## src/design/assert_macros.svh

```systemverilog
// Assertion macros shared by the allocator RTL.
`ifndef ASSERT_MACROS_SVH
`define ASSERT_MACROS_SVH

// Same-cycle implication, disabled while in reset.
`define ASSERT_SAME(label, clk, rst_n, ante, cons, msg) \
  label: assert property (@(posedge clk) disable iff (!rst_n) (ante) |-> (cons)) \
    else $error(msg);

// Next-cycle implication, disabled while in reset.
`define ASSERT_NEXT(label, clk, rst_n, ante, cons, msg) \
  label: assert property (@(posedge clk) disable iff (!rst_n) (ante) |=> (cons)) \
    else $error(msg);

`endif

```

## src/design/ffa_pkg.sv

```systemverilog
// Shared constants, codes and types of the free-list allocator.
package ffa_pkg;

  localparam int N  = 1024;
  localparam int CW = $clog2(N + 1);
  localparam int TW = $clog2(N);

  localparam logic [31:0] PAGE_ADD  = 32'h0000_0fff;
  localparam logic [31:0] PAGE_MASK = 32'hffff_f000;

  localparam logic OP_ALLOC = 1'b0;
  localparam logic OP_FREE  = 1'b1;

  localparam logic [1:0] ST_OK    = 2'd0;
  localparam logic [1:0] ST_NOFIT = 2'd1;
  localparam logic [1:0] ST_LOST  = 2'd2;

  typedef struct packed {
    logic [31:0] base;
    logic [31:0] len;
  } entry_t;

  typedef struct packed {
    logic        op;
    logic        rnd;
    logic [31:0] address;
    logic [31:0] size;
  } req_t;

  typedef struct packed {
    logic [31:0] alloc_address;
    logic [1:0]  status;
    logic [31:0] total_free;
    logic [10:0] entry_count;
    logic [10:0] peak_entries;
    logic [31:0] lost_count;
    logic [31:0] lost_bytes;
  } res_t;

endpackage

```

## src/design/ffa_cell.sv

```systemverilog
// One table slot: holds a region entry and passes it to its neighbor on shift.
module ffa_cell (
  input  logic           clk,
  input  logic           shift_en,
  input  ffa_pkg::entry_t d,
  output ffa_pkg::entry_t q
);

  ffa_pkg::entry_t q_r;

  // Advance the entry one slot toward the head
  always_ff @(posedge clk) begin
    if (shift_en) begin
      q_r <= d;
    end
  end

  assign q = q_r;

endmodule

```

## config.mk

```make
export PLATFORM = sky130hd
export DESIGN_NAME = ffa_cell
export DESIGN_NICKNAME = d
export VERILOG_FILES = /design/src/design/assert_macros.svh /design/src/design/ffa_pkg.sv /design/src/design/ffa_cell.sv
export SDC_FILE = /design/constraint.sdc
export NUM_CORES = 1
export LEC_CHECK = 0
export BUFFER_PORTS_ARGS = -buffer_cell sky130_fd_sc_hd__buf_2
export CAP_MARGIN = 20
export CORE_UTILIZATION = 40
export DETAILED_ROUTE_END_ITERATION = 10
export PLACE_DENSITY = 0.76
export SLEW_MARGIN = 0
export SYNTH_ARGS = -nofsm -noshare
export SYNTH_HDL_FRONTEND = slang
export SYNTH_SLANG_ARGS = --single-unit
```

## constraint.sdc

```tcl
create_clock -name clk -period 0.8 [get_ports clk]
set_input_delay 0.12 -clock clk [delete_from_list [all_inputs] [get_ports clk]]
set_output_delay 0.12 -clock clk [all_outputs]
set_load 0.01 [all_outputs]
```

# == Yosys cells after proc, flatten, opt, wreduce, memory -nomap -nowiden ==
# Cells that the tools add are included.
# totals
output_inout_bits,64
ff_bits,64
ram_bits,0
mem_count,0
romBits,0
latch_bits,0
# op_classes
magnitude_cmp,0
n_mul,0
n_bitwise,0
n_eq_ne,0
div_mod_pow,0
n_reduce_logical,0
n_shift,0
addsub,0
mux,0

# == Longest topological paths before layout ==
# Gate-level depths: netlist of run 1.
# depth
ltp_word,0
mapped_depth,0
mapped_depth_nobuf,0

# == Worst setup path before layout of run 1 ==
# Ideal clock, no wire load.
# synth_timing
kind,reg-to-output
startpoint,register q_r (netlist bit q[0])
endpoint,output q[0] in the netlist's numbering
required_ns,0.680
slack_ns,0.286
arrival_ns,0.394
path_buffers,0
path_stages_with_launch,1
path_cell_list,edfxtp_1
# synth_rtl
item,line,rtl
"start, declared",ffa_cell.sv:9,ffa_pkg::entry_t q_r;
"start signal, assigned",ffa_cell.sv:14,q_r <= d;
"end, declared",ffa_cell.sv:6,output ffa_pkg::entry_t q
# No word-level cell between the ends.

# == Final worst setup path of run 1 ==
# layout_timing
startpoint,register q_r (netlist bit q[37])
endpoint,output q[37] in the netlist's numbering
# No word-level cell between the ends.

==> impl_metrics.yaml, run 1 <==
run_status:
  status: "complete, but fails checks"
  violations: "DRC, setup timing"
logic_synthesis:
  synth.cell_area_um2: 1920
  synth_xor_area_share_pct: 0
  synth_area_leaders: "edfxtp_1"
  synth_edf_count: 64
  synth.most_common_cell: "edfxtp_1"
  synth_ff_type: "edfxtp_1"
  netlist_top_cells_count: "edfxtp_1"
  synthDistinctLibCells: 1
  synth_area_per_cell_um2: 30.0
  netlist_instances: 64
  postSynth.asyncResetShare_pct: 0
  synth_compound_area_share_pct: 0
  yosysWarningCount: 0
  muxShareOfSynthArea_pct: 0
  synth_fp_nets: 130
  synth_top_area_share_pct: 100
  synth-simple-area-share_pct: 0
  yosysTopAreaCell: "edfxtp_1"
  synth_seq_cells: 64
  synthAdderAreaFrac_pct: 0
  yosysSeqAreaShare_pct: 100
clock_network:
  root_buffer: "clkbuf_8"
  cts_buffer_depth: 2
  cts_num_sinks: 64
  htree_levels: 3
  cts_tree: "yes"
  post_cts_buffers: 0
  cts_buffers: 9
  clk_pin_slew_ns: 0.07
critical_path:
  slowest_stage: "edfxtp_1"
  cp_num_buf_inv: 1
  cp_cell_sequence: "buf_2"
  start_kind: "flop"
  crit_family: "flip-flops"
  cp.arrival_ns: 0.87
  crit_type: "reg2out"
  cp-end-kind: "output port"
  path_max_fanout: 1
  slowest_delay_ns: 0.39
  cp_data_required_time_ns: 0.68
detailed_routing:
  drt-pass1-iter-count: 8
  drt_iter0_drc: 65
  drc: 10
  wl_per_cell_um: 15.4
  wl_um: 5030
  ant_nets: 0
  avgViaCountPerCell: 4.37
  vias: 1428
min_path:
  hp-class: "in2reg"
die:
  die_w_um: 71.3
  core-area_um2: 4470
  row_count: 24
  start_util_pct: 43.0
  ios: 130
  die_h_um: 71.3
  dieArea_um2: 5090
sta:
  max_freq_mhz: 1010
  rsz0062_at_grt: "yes"
  slew_headroom_pct: 87.7
  tightest_slew_ns: 0.185
  fin_crit_sh_pct: 124
  drv_slew: 0
  fin_tns_setup_ns: -9.75
  setup_slack_ns: -0.192
  final_hold_viol_count: 0
  setup_violations: 64
  hold_slack_ns: 0.287
  min_period_ns: 0.992
cells_and_area:
  stdcell_count: 327
  area_growth_syn_to_layout_pct: 80.7
  largest_reg_flops: 64
  final_layout_size_suffix_gt1_share_pct: 52.0
  diodes: 0
  multi_input_area_um2: 0
  final_nets: 336
  fillers: 255
  num-multi-input-gates: 0
  fin_area_um2: 3470
  final_util_pct: 77.6
global_route:
  grt_pass1_wl_um: 7250
  antenna_found_initial: 0
  grt_overflow: 0
  grtUsageTotal_pct: 20.7
  grt_max_degree: 36
  grt_pass1_vias: 1494
placed_design:
  dpl_cell_area_um2: 2670
  placed_cells: 247
  place.gp.congestion: 0.652
  port_buffers: 129
  post-place-ws_ns: -0.00303
power:
  ir_worst_vdd_v: 0.00189
  leakage_nw: 1.50
  powerDensity_nw_per_um2: 2050
  power.total_mw: 7.13
flow_run:
  maxCapViolCount: 0
[kinds of logic after synthesis]
kind of cell  after synthesis
DFF                        64
[cell usage in the layout (no fill, tap or decap), drive strengths merged]
cell and n:
clkinv 6, dlygate4sd3 64, edfxtp 64, clkbuf 10
buf 131
[area by class of cell]
cell class,count,area (um2),area share [%]
sequential,64,1920,55.3
clock inverter,6,26.3,0.756
timing repair buffer,195,1330,38.4
clock buffer,10,128,3.67
tap,52,65.1,1.87
[final timing paths]
check	startpoint	end	slack, ns	cells past startpoint
worst max-delay path	q[37]	q[37]	-0.19	1
worst min-delay path	shift_en	q[50]	0.29	2
[power breakdown]
part           switching, mW  total, mW  internal [mW]  leakage (nW)
registers             0.0629       4.05           3.98         0.626
logic                  0.391      0.894          0.503         0.796
clock network           1.12       2.19           1.07        0.0823
[metal layers]
metal	track usage [%]	wire, um
met1	19.3	1770
met2	37.0	2660
met3	10.1	555
met4	10.7	42
met5	0	0
[repair_timing]
item | 4_1_cts | 5_1_grt
setup endpoints to repair | 64 | 64
hold endpoints to repair | 64 | 0
hold buffers | 64 | 0
resized for setup | 0 | 1
No activity file was read; power rests on OpenSTA's default activity.
==> run 2: changes to the inputs <==
--- a/config.mk
+++ b/config.mk
@@ -8,8 +8,11 @@
 export BUFFER_PORTS_ARGS = -buffer_cell sky130_fd_sc_hd__buf_2
 export CAP_MARGIN = 20
 export CORE_UTILIZATION = 40
+export CTS_BUF_LIST = sky130_fd_sc_hd__clkbuf_4 sky130_fd_sc_hd__clkbuf_8
 export DETAILED_ROUTE_END_ITERATION = 10
 export PLACE_DENSITY = 0.76
+export RECOVER_POWER = 50
+export SETUP_SLACK_MARGIN = 0.2
 export SLEW_MARGIN = 0
 export SYNTH_ARGS = -nofsm -noshare
 export SYNTH_HDL_FRONTEND = slang
==> run 2 against run 1 <==
  * The flow finishes with violations (DRC, hold timing, setup timing)
  * Sequential power hardly changed
  * Non-clock buffer count down 64
  * Cell area down 18%
  * Sequential share of layout area up 12 points
  * Via count shrank 20%
  * Critical path depth did not move
  * Worst hold slack got worse by 0.31 ns
  * Largest cell class unchanged
==> impl_metrics.yaml, run 2 (synthesis results as in run 1) <==
global_route:
  grt_pass1_wl_um: 4550
  grt_overflow: 0
  grt_pass1_vias: 1070
  grt_max_degree: 36
  antenna_found_initial: 0
  grtUsageTotal_pct: 12.9
detailed_routing:
  avgViaCountPerCell: 4.37
  wl_per_cell_um: 12.0
  wl_um: 3140
  ant_nets: 0
  drt_iter0_drc: 45
  drc: 10
  drt-pass1-iter-count: 7
  vias: 1149
die:
  die_h_um: 71.3
  core-area_um2: 4470
  ios: 130
  start_util_pct: 43.0
  dieArea_um2: 5090
  die_w_um: 71.3
  row_count: 24
clock_network:
  root_buffer: "clkbuf_8"
  cts_buffer_depth: 2
  cts_buffers: 9
  clk_pin_slew_ns: 0.06
  cts_num_sinks: 64
  htree_levels: 3
  post_cts_buffers: 0
  cts_tree: "yes"
critical_path:
  crit_family: "flip-flops"
  cp_data_required_time_ns: 0.68
  start_kind: "flop"
  crit_type: "reg2out"
  cp-end-kind: "output port"
  path_max_fanout: 1
  cp_cell_sequence: "buf_2"
  cp_num_buf_inv: 1
  slowest_delay_ns: 0.37
  slowest_stage: "edfxtp_1"
  cp.arrival_ns: 0.84
sta:
  max_freq_mhz: 1040
  setup_violations: 64
  setup_slack_ns: -0.158
  rsz0062_at_grt: "yes"
  fin_crit_sh_pct: 120
  tightest_slew_ns: 0.184
  min_period_ns: 0.958
  drv_slew: 0
  slew_headroom_pct: 87.7
  final_hold_viol_count: 64
  hold_slack_ns: -0.0277
  fin_tns_setup_ns: -8.57
power:
  powerDensity_nw_per_um2: 2410
  leakage_nw: 1.24
  ir_worst_vdd_v: 0.00175
cells_and_area:
  final_layout_size_suffix_gt1_share_pct: 68.2
  fillers: 320
  num-multi-input-gates: 0
  multi_input_area_um2: 0
  fin_area_um2: 2840
  layout_commonest_cell: "buf_2"
  stdcell_count: 263
  final_nets: 272
  largest_reg_flops: 64
  area_growth_syn_to_layout_pct: 47.6
  diodes: 0
  final_cell_mix: "buf_2, edfxtp_1, clkbuf_8"
placed_design:
  post-place-ws_ns: -0.00303
  placed_cells: 247
  dpl_cell_area_um2: 2670
  place.gp.congestion: 0.652
  port_buffers: 129
flow_run:
  maxCapViolCount: 0
run_status:
  violations: "DRC, hold timing, setup timing"
  status: "complete, but fails checks"
min_path:
  hp-class: "in2reg"
## run 2: cell count changes in the layout (fill, tap and decap cells not counted)
cell and change:
clkbuf_4 +1, dlygate4sd3_1 -64, clkbuf_1 -1
## run 2: per-stage QoR
step           util, %  total power [mW]  hold WS, ns
5_1_grt           63.4              7.11      -0.0531
2_1_floorplan        -              4.27        0.219
4_1_cts           63.3              6.92      -0.0519
3_3_place_gp      59.7              4.71        0.296
3_5_place_dp      59.7              4.73        0.298
6_report          63.4              6.82      -0.0277
## run 2: report_power, final
part           total, mW  switching [mW]  leakage [nW]  internal [mW]
Sequential          4.03          0.0498         0.626           3.98
Clock               2.17            1.06        0.0857           1.11
Combinational      0.620           0.321         0.528          0.298
## run 2: final timing paths
kind	startpoint	to	slack [ns]	cells past startpoint
max	q[8]	q[8]	-0.16	1
min	d[52]	q[52]	-0.03	1
## run 2: layout make-up
| class | count | area (um2) | area share [%] |
|---|---|---|---|
| clock buffers | 10 | 131 | 4.63 |
| clock inverters | 6 | 26.3 | 0.926 |
| flip-flops and latches | 64 | 1920 | 67.8 |
| well taps | 52 | 65.1 | 2.29 |
| repair buffers | 131 | 692 | 24.4 |
## run 2: what timing repair did
action	in CTS	in global routing
hold endpoints to repair	64	64
resized for setup	0	1
endpoints found under the setup margin	64	64
## run 2: per-layer routing
| layer | share of wire (%) | global-route usage, % |
|---|---|---|
| met1 | 34 | 11.5 |
| met2 | 49 | 20.2 |
| met3 | 15 | 8.44 |
| met4 | 1.9 | 10.7 |
| met5 | 0 | 0 |
