### config.mk
export PLATFORM = sky130hd
export DESIGN_NAME = ffa_ctrl
export DESIGN_NICKNAME = d
export VERILOG_FILES = /design/src/design/assert_macros.svh /design/src/design/ffa_pkg.sv /design/src/design/ffa_ctrl.sv
export SDC_FILE = /design/constraint.sdc
export NUM_CORES = 2
export LEC_CHECK = 0
export BUFFER_PORTS_ARGS = -buffer_cell sky130_fd_sc_hd__buf_2
export CAP_MARGIN = 20
export CORE_ASPECT_RATIO = 1.25
export CORE_MARGIN = 2
export CORE_UTILIZATION = 39
export DETAILED_ROUTE_END_ITERATION = 6
export PLACE_DENSITY = 0.56
export SLEW_MARGIN = 0
export SYNTH_ARGS = -nofsm -noshare
export SYNTH_HDL_FRONTEND = slang
export SYNTH_SLANG_ARGS = --single-unit
### constraint.sdc
create_clock -name clk -period 7 [get_ports clk]
set_input_delay 1.4 -clock clk [delete_from_list [all_inputs] [get_ports clk]]
set_output_delay 1.4 -clock clk [all_outputs]
set_load 0.03 [all_outputs]
### src/design/assert_macros.svh
// Assertion macros shared by the allocator RTL.
`ifndef ASSERT_MACROS_SVH
`define ASSERT_MACROS_SVH

// Same-cycle implication, disabled while in reset.
`define ASSERT_SAME(label, clk, rst_n, ante, cons, msg) \
  label: assert property (@(posedge clk) disable iff (!rst_n) (ante) |-> (cons)) \
    else $error(msg);

// Next-cycle implication, disabled while in reset.
`define ASSERT_NEXT(label, clk, rst_n, ante, cons, msg) \
  label: assert property (@(posedge clk) disable iff (!rst_n) (ante) |=> (cons)) \
    else $error(msg);

`endif

### src/design/ffa_pkg.sv
// Shared constants, codes and types of the free-list allocator.
package ffa_pkg;

  localparam int N  = 1024;
  localparam int CW = $clog2(N + 1);
  localparam int TW = $clog2(N);

  localparam logic [31:0] PAGE_ADD  = 32'h0000_0fff;
  localparam logic [31:0] PAGE_MASK = 32'hffff_f000;

  localparam logic OP_ALLOC = 1'b0;
  localparam logic OP_FREE  = 1'b1;

  localparam logic [1:0] ST_OK    = 2'd0;
  localparam logic [1:0] ST_NOFIT = 2'd1;
  localparam logic [1:0] ST_LOST  = 2'd2;

  typedef struct packed {
    logic [31:0] base;
    logic [31:0] len;
  } entry_t;

  typedef struct packed {
    logic        op;
    logic        rnd;
    logic [31:0] address;
    logic [31:0] size;
  } req_t;

  typedef struct packed {
    logic [31:0] alloc_address;
    logic [1:0]  status;
    logic [31:0] total_free;
    logic [10:0] entry_count;
    logic [10:0] peak_entries;
    logic [31:0] lost_count;
    logic [31:0] lost_bytes;
  } res_t;

endpackage

### src/design/ffa_ctrl.sv
// Head of the ring: scans the table, then rewrites it with the edit applied.
module ffa_ctrl (
  input  logic            clk,
  input  logic            rst_n,
  input  logic            start,
  input  ffa_pkg::req_t   req,
  input  logic            res_ready,
  input  ffa_pkg::entry_t cur,
  input  ffa_pkg::entry_t nxt,
  output logic            busy,
  output logic            done,
  output ffa_pkg::res_t   res,
  output logic            shift_en,
  output ffa_pkg::entry_t wdata
);

  localparam logic [1:0] S_IDLE = 2'd0;
  localparam logic [1:0] S_SCAN = 2'd1;
  localparam logic [1:0] S_EDIT = 2'd2;
  localparam logic [1:0] S_DONE = 2'd3;

  logic [1:0]              state_r, state_nxt;
  logic [ffa_pkg::TW-1:0]  t_r, t_nxt;
  logic [ffa_pkg::CW-1:0]  idx_r, idx_nxt;
  logic [ffa_pkg::CW-1:0]  n_r, n_nxt;
  logic [ffa_pkg::CW-1:0]  peak_r, peak_nxt;
  logic                    op_r, op_nxt;
  logic [31:0]             addr_r, addr_nxt;
  logic [31:0]             size_r, size_nxt;
  logic                    hit_r, hit_nxt;
  logic                    merged_r, merged_nxt;
  logic                    del_r, del_nxt;
  logic                    ins_r, ins_nxt;
  logic                    took_r, took_nxt;
  logic                    drop_r, drop_nxt;
  logic [31:0]             aaddr_r, aaddr_nxt;
  logic [31:0]             total_r, total_nxt;
  logic [31:0]             lcnt_r, lcnt_nxt;
  logic [31:0]             lbytes_r, lbytes_nxt;
  ffa_pkg::entry_t         last_r, last_nxt;

  logic                    last;
  logic [ffa_pkg::CW-1:0]  t_ext;
  logic                    in_tbl;
  logic                    cond;
  logic                    hit_now;
  logic                    at_prev;
  logic                    at_idx;
  logic                    merged_now;
  logic                    both_now;
  logic                    take_next;
  logic                    take_ins;
  logic                    alloc_hit;
  logic [31:0]             a_len;
  logic [31:0]             rsize;

  // Decode the current slot against the pending request
  always_comb begin
    last       = (t_r == ffa_pkg::TW'(ffa_pkg::N - 1));
    t_ext      = ffa_pkg::CW'(t_r);
    in_tbl     = (t_ext < n_r);
    cond       = (op_r == ffa_pkg::OP_ALLOC) ? (cur.len >= size_r) : (cur.base > addr_r);
    hit_now    = (state_r == S_SCAN) && !hit_r && in_tbl && cond;
    at_prev    = (state_r == S_EDIT) && (op_r == ffa_pkg::OP_FREE) &&
                 (t_ext + ffa_pkg::CW'(1) == idx_r);
    at_idx     = (state_r == S_EDIT) && (t_ext == idx_r);
    merged_now = at_prev && (cur.base + cur.len == addr_r);
    both_now   = merged_now && (idx_r < n_r) && (addr_r + size_r == nxt.base);
    take_next  = at_idx && (op_r == ffa_pkg::OP_FREE) && !merged_r && (idx_r < n_r) &&
                 (addr_r + size_r == cur.base);
    take_ins   = at_idx && (op_r == ffa_pkg::OP_FREE) && !merged_r && !take_next &&
                 (n_r < ffa_pkg::CW'(ffa_pkg::N));
    alloc_hit  = at_idx && (op_r == ffa_pkg::OP_ALLOC) && hit_r;
    a_len      = cur.len - size_r;
    rsize      = req.rnd ? ((req.size + ffa_pkg::PAGE_ADD) & ffa_pkg::PAGE_MASK) : req.size;
  end

  // Pick the entry written back into the ring
  always_comb begin
    wdata = cur;
    if (state_r == S_EDIT) begin
      if (ins_r) begin
        wdata = last_r;
      end else if (del_r) begin
        wdata = nxt;
      end
      if (alloc_hit) begin
        if (a_len == 32'd0) begin
          wdata = nxt;
        end else begin
          wdata.base = cur.base + size_r;
          wdata.len  = a_len;
        end
      end
      if (merged_now) begin
        wdata.base = cur.base;
        wdata.len  = both_now ? (cur.len + size_r + nxt.len) : (cur.len + size_r);
      end
      if (take_next) begin
        wdata.base = addr_r;
        wdata.len  = cur.len + size_r;
      end
      if (take_ins) begin
        wdata.base = addr_r;
        wdata.len  = size_r;
      end
    end
  end

  // Next state of the sequencer and the table bookkeeping
  always_comb begin
    state_nxt  = state_r;
    t_nxt      = t_r;
    idx_nxt    = idx_r;
    n_nxt      = n_r;
    peak_nxt   = peak_r;
    op_nxt     = op_r;
    addr_nxt   = addr_r;
    size_nxt   = size_r;
    hit_nxt    = hit_r;
    merged_nxt = merged_r;
    del_nxt    = del_r;
    ins_nxt    = ins_r;
    took_nxt   = took_r;
    drop_nxt   = drop_r;
    aaddr_nxt  = aaddr_r;
    total_nxt  = total_r;
    lcnt_nxt   = lcnt_r;
    lbytes_nxt = lbytes_r;
    last_nxt   = last_r;
    case (state_r)
      S_IDLE: begin
        if (start) begin
          op_nxt     = req.op;
          addr_nxt   = req.address;
          size_nxt   = rsize;
          hit_nxt    = 1'b0;
          merged_nxt = 1'b0;
          del_nxt    = 1'b0;
          ins_nxt    = 1'b0;
          took_nxt   = 1'b0;
          drop_nxt   = 1'b0;
          aaddr_nxt  = 32'd0;
          t_nxt      = '0;
          state_nxt  = S_SCAN;
        end
      end
      S_SCAN: begin
        if (hit_now) begin
          hit_nxt = 1'b1;
          idx_nxt = t_ext;
        end
        t_nxt = t_r + ffa_pkg::TW'(1);
        if (last) begin
          if (!hit_r && !hit_now) begin
            idx_nxt = n_r;
          end
          t_nxt     = '0;
          state_nxt = S_EDIT;
        end
      end
      S_EDIT: begin
        last_nxt = cur;
        if (alloc_hit) begin
          aaddr_nxt = cur.base;
          total_nxt = total_r - size_r;
          if (a_len == 32'd0) begin
            del_nxt = 1'b1;
            n_nxt   = n_r - ffa_pkg::CW'(1);
          end
        end
        if (merged_now) begin
          merged_nxt = 1'b1;
          total_nxt  = total_r + size_r;
          if (both_now) begin
            del_nxt = 1'b1;
            n_nxt   = n_r - ffa_pkg::CW'(1);
          end
        end
        if (take_next) begin
          took_nxt  = 1'b1;
          total_nxt = total_r + size_r;
        end
        if (take_ins) begin
          took_nxt  = 1'b1;
          ins_nxt   = 1'b1;
          total_nxt = total_r + size_r;
          n_nxt     = n_r + ffa_pkg::CW'(1);
          if (peak_r < n_r + ffa_pkg::CW'(1)) begin
            peak_nxt = n_r + ffa_pkg::CW'(1);
          end
        end
        t_nxt = t_r + ffa_pkg::TW'(1);
        if (last) begin
          // Drop the free when it neither merged nor found room
          if ((op_r == ffa_pkg::OP_FREE) && !merged_r && !took_r && !merged_now &&
              !take_next && !take_ins) begin
            drop_nxt   = 1'b1;
            lcnt_nxt   = lcnt_r + 32'd1;
            lbytes_nxt = lbytes_r + size_r;
          end
          t_nxt     = '0;
          state_nxt = S_DONE;
        end
      end
      S_DONE: begin
        if (res_ready) begin
          state_nxt = S_IDLE;
        end
      end
      default: begin
        state_nxt = S_IDLE;
      end
    endcase
  end

  // Control and counters
  always_ff @(posedge clk) begin
    if (!rst_n) begin
      state_r  <= S_IDLE;
      t_r      <= '0;
      n_r      <= '0;
      peak_r   <= '0;
      total_r  <= 32'd0;
      lcnt_r   <= 32'd0;
      lbytes_r <= 32'd0;
      hit_r    <= 1'b0;
      merged_r <= 1'b0;
      del_r    <= 1'b0;
      ins_r    <= 1'b0;
      took_r   <= 1'b0;
      drop_r   <= 1'b0;
    end else begin
      state_r  <= state_nxt;
      t_r      <= t_nxt;
      n_r      <= n_nxt;
      peak_r   <= peak_nxt;
      total_r  <= total_nxt;
      lcnt_r   <= lcnt_nxt;
      lbytes_r <= lbytes_nxt;
      hit_r    <= hit_nxt;
      merged_r <= merged_nxt;
      del_r    <= del_nxt;
      ins_r    <= ins_nxt;
      took_r   <= took_nxt;
      drop_r   <= drop_nxt;
    end
  end

  // Request payload and scratch entries
  always_ff @(posedge clk) begin
    idx_r   <= idx_nxt;
    op_r    <= op_nxt;
    addr_r  <= addr_nxt;
    size_r  <= size_nxt;
    aaddr_r <= aaddr_nxt;
    last_r  <= last_nxt;
  end

  assign busy     = (state_r != S_IDLE);
  assign done     = (state_r == S_DONE) && res_ready;
  assign shift_en = (state_r == S_SCAN) || (state_r == S_EDIT);

  // Assemble the result of the finished request
  always_comb begin
    res.alloc_address = aaddr_r;
    if (op_r == ffa_pkg::OP_ALLOC) begin
      res.status = hit_r ? ffa_pkg::ST_OK : ffa_pkg::ST_NOFIT;
    end else begin
      res.status = drop_r ? ffa_pkg::ST_LOST : ffa_pkg::ST_OK;
    end
    res.total_free   = total_r;
    res.entry_count  = 11'(n_r);
    res.peak_entries = 11'(peak_r);
    res.lost_count   = lcnt_r;
    res.lost_bytes   = lbytes_r;
  end

endmodule

# Yosys cells after proc, flatten, opt, wreduce, memory -nomap -nowiden

Index checks and enable logic that the tools add are counted.

Bits in registers: 308
Input bits: 198
Output and inout port bits: 219
Logic and storage cells: 170

$add $sub $neg: 15
Magnitude comparators: 6
Equality and inequality tests: 19
Mux-type cells: 55
Bitwise gates (word level): 1
Reduce and logical (&&, ||, !) cells: 53

Operators with widths:

| cell                     | count |
|---|---|
| $mux W64                 | 8 |
| $mux W32                 | 8 |
| $add A32 B32 Y32         | 7 |
| $eq A32 B32 Y1           | 3 |
| $mux W11                 | 8 |
| $pmux W32 S2             | 1 |
| $sub A32 B32 Y32         | 2 |
| $add A32 B1 Y32 const B  | 1 |
| $add A32 B12 Y32 const B | 1 |
| $ge A32 B32 Y1           | 1 |
| $gt A32 B32 Y1           | 1 |
| $logic_not A32 Y1        | 1 |
| $logic_and A1 B1 Y1      | 24 |
| $lt A11 B11 Y1           | 2 |
| $reduce_and A3 Y1        | 7 |
| $mux W10                 | 2 |
| $pmux W10 S2             | 1 |
| $ne A2 B2 Y1 const B     | 8 |
| $mux W1                  | 14 |
| $mux W2                  | 6 |
| $pmux W1 S2              | 6 |
| $add A10 B1 Y11 const B  | 1 |
| $add A11 B1 Y11 const B  | 1 |
| $eq A10 B11 Y1           | 1 |
| 20 further kinds         | 34 |

# Depth between registers and ports, before layout

Depth after elaboration: 14
Gate-level depth with buffers: 27
Gate-level depth less buffers: 25

# Least setup slack after synthesis

Ideal clock, no wire load.

Kind: input-to-output
Start: in cur[6] in the netlist's numbering
End: out wdata[29] in the netlist's numbering
Data arrival time: 6.068 ns
Required time: 5.600 ns
Setup slack: -0.468 ns
Stages on the path: 23
Path buffers: 1
Path through: ha_1 > clkbuf_1 > nor2_1 > a221o_1 > nor2b_1 > a31oi_1 > o211ai_1 > and3_1 > a211oi_1 > o21ba_2 > nor2_1 > nor2_1 > xnor2_1 > ha_1 > or3_1 > or3_1 > o31ai_1 > nor3_1 > nor3_1 > xor2_1 > nor2_1 > a211o_1 > a22o_1

RTL lines:

| element     | RTL line       | RTL |
|---|---|---|
| from (decl) | ffa_ctrl.sv:8  | `input ffa_pkg::entry_t cur,` |
| to (decl)   | ffa_ctrl.sv:14 | `output ffa_pkg::entry_t wdata` |

==> impl_metrics.yaml <==
route:
  ant_nets: 0
  drt_iter0_drc: 4370
  drt-vias-per-instance: 6.17
  post_drt_wl_per_cell_um: 29.6
  drc: 0
  wirelength_mm: 205
  drtPass1Iterations: 6
  vias: 42700
setup_path:
  critPathMaxStageDelay_ns: 0.39
  arrival_ns: 6.52
  startpoint_type: "primary input"
  critPathTopFamily: "compound AO/OA/AOI/OAI gates"
  worst_setup_path_end_kind: "output port"
  reg2reg_depth: 21
  reg2reg_slack_ns: 1.38
  worstPathRequired_ns: 5.60
  r2r-start: "size_r[20]$_DFFE_PP_"
  r2r_end: "peak_r[0]$_SDFFE_PN0P_"
  crit_start: "cur[0]"
  critical_path.max_fanout: 3
  path_class: "primary input to output port"
  slowest_stage: "or3_4"
  crit_buf_inv: 4
layout:
  multiInputGateArea_um2: 28200
  area.sequential_um2: 7900
  layout-drive-gt1-share: 0.323
  finalNetCount: 6245
  n_fill_cell: 8762
  area_growth_pct: 40.0
clocking:
  clk_latency_ns: 0.63
  cts_hold_buf: 0
  clock_sinks: 308
  clk_pin_slew_worst_paths_ns: 0.06
  cts_tree: "done"
  numCtsBuffers: 39
  cts_buffer_depth: 3
  htreeDepth: 2
  root_buffer: "clkbuf_16"
yosys:
  postSynthCellCount: 4491
  ys_seq_area_frac: 0.220
  synth_edf_count: 172
  ys_ff_latch: 308
  syn-num-nets: 5052
  synth_warnings: 0
  synthFlopType: "edfxtp_1"
  syn_area_um2: 35900
  syn_avg_cell_area_um2: 7.99
  async_flop_share: 0
  ys_types: 114
timing:
  hold_viol_final: 0
  finalCriticalPeriod_ns: 7.92
  slew_headroom: 0.116
  period_share: 1.13
  timing.fmax_mhz: 126
  worst_pin_slew_ns: 1.32
  drv_slew: 0
  rsz0062_at_grt: "yes"
  setup_viol: 64
  holdWs_ns: 0.473
  skew_ns: 0.0498
  worst_slack_ns: -0.918
grt:
  grt_pass1_wl_mm: 285
  grt_pass1_vias: 40500
  grt_overflow: 0
  grt_antenna_before_repair: 19
  grtUsageTotal: 0.418
  grt_max_degree: 72
status:
  outcome: "finished, violations left"
  failed_checks: "setup timing"
flow_run:
  drv_cap: 0
floorplanning:
  die_w_um: 275
  num_rows: 124
  initial_utilization: 0.393
  core_area_um2: 91400
  io_pins: 417
  fp.dieH_um: 343
  dieArea_um2: 94400
place:
  io_buffers: 416
  dp_hpwl_mm: 165
  gp_congestion: 1.09
power_and_ir_drop:
  ir_worst_vdd_uv: 267
  total_power_mw: 16.0
  p_leak_nw: 21.8
  powerDensity_nw_per_um2: 318
min_path:
  hold_end: "lbytes_r[15]$_SDFFE_PN0P_"
  min_path_type: "register to register"
  holdPathStages: 2
  min-delay-start: "lbytes_r[15]$_SDFFE_PN0P_"
## cell usage in the layout, fill, tap and decap left out, types with 44 or more instances in the layout
master and count:
buf_4 874, nor2_1 365, nor2b_1 57, xor2_1 98, and3_1 52, o21a_1 62, buf_6 105, xnor2_1 197
a21o_1 94, nand2b_1 64, mux2i_1 112, nand4_1 73, dfxtp_1 134, edfxtp_1 172, inv_1 202, o21ai_0 214
a21oi_1 357, and2_1 63, buf_2 346, o211ai_1 51, a21oi_2 55, nand3_1 108, ha_1 334, nor3_1 110
a31oi_1 44, nand2_1 314
## sequential cells by signal, indices dropped and copies added (netlist names)
signal,flops
last_r,64
addr_r,32
lcnt_r,32
state_r,2
drop_r,1
took_r,1
del_r,1
idx_r,11
aaddr_r,32
merged_r,1
lbytes_r,32
n_r,11
ins_r,1
size_r,32
op_r,1
peak_r,11
total_r,32
t_r,10
hit_r,1
## report_power, final
part | total (mW) | switching (mW) | internal (mW)
Clock | 2.24 | 0.977 | 1.26
Sequential | 2.64 | 0.308 | 2.34
Combinational | 11.1 | 6.48 | 4.61
Total | 16.0 | 7.76 | 8.21
## how the worst max path moves through the flow
stage | slack [ns] | endpoint | cells past startpoint
floorplan | -0.08 | wdata[29] | 23
global placement | -1.10 | wdata[29] | 25
detailed placement | -1.11 | wdata[29] | 24
CTS | -0.87 | wdata[29] | 26
global route | -1.04 | wdata[29] | 26
finish | -0.92 | wdata[29] | 26
## tightest hold or removal path: stages (launching register included)
cell and delay, ns:
dfxtp_1 0.32, nand2_1 0.06, a21oi_1 0.05
## per-layer routing
metal  share of wire  GRT usage
met5         0.00036          0
met4            0.11      0.364
met3           0.080     0.0727
met2            0.44      0.650
met1            0.38      0.497
## kinds of logic after synthesis
group                      after synthesis  synth area share
xor gates and xnor gates               320            0.0838
DFF                                    308             0.220
adders and majority gates              363             0.129
AOI/OAI and AO/OA                     1421             0.263
buffers and inverters                  430            0.0478
and+or+nand+nor                       1490             0.210
muxes                                  159            0.0461
## through the flow
| step | util | instances | cell area (um^2) | setup slack, ns | setup TNS, ns |
|---|---|---|---|---|---|
| after floorplan | - | 4491 | 36000 | -0.0806 | -0.0806 |
| after global placement | 0.498 | 6736 | 45500 | -1.10 | -33.17 |
| after detailed placement | 0.498 | 6737 | 45500 | -1.11 | -30.96 |
| after CTS | 0.539 | 6887 | 49200 | -0.867 | -13.95 |
| after global routing | 0.550 | 6919 | 50200 | -1.04 | -26.11 |
| final | 0.550 | 6922 | 50200 | -0.918 | -19.52 |
## repair_timing
item,CTS,global route
gates resized for setup,416,179
gates cloned,6,2
setup endpoints to repair,64,64
setup buffers,82,38
pin swaps,153,100
## area by class of cell
class,count,share of cell area
Sequential cell,308,0.157
Antenna cell,10,0.000498
Multi-Input combinational cell,3753,0.561
Clock inverter,24,0.00578
Inverter,207,0.0157
Tap cell,1197,0.0298
Timing Repair Buffer,1375,0.208
Clock buffer,48,0.0214
## synth_stat cells (all sizes together), types with 13 or more instances
cell,instances,area [um^2]
xor2,102,901
or4,20,154
or3,44,280
o221ai,36,315
nand2b,65,407
nand3,130,651
and4,17,149
and2,68,428
a21boi,14,105
a31oi,49,307
o211ai,52,395
or2,16,100
nand4,73,457
o21ai,267,1340
o21a,63,480
and3,61,382
buf,64,340
a211o,21,184
o21bai,45,338
a221o,17,170
a211oi,61,473
nor2b,63,394
a21o,95,713
a2111oi,23,226
nor2,375,1410
mux2i,118,1190
mux2,41,462
edfxtp,172,5160
a22oi,13,97.6
a21oi,419,2100
xnor2,204,1790
a311oi,23,214
dfxtp,136,2720
o22ai,34,213
ha,354,4430
inv,206,773
nor3b,16,125
nor3,121,617
o31ai,25,188
clkbuf,159,598
nor4,55,397
nand2,324,1220
(Power assumes the default switching activity.)
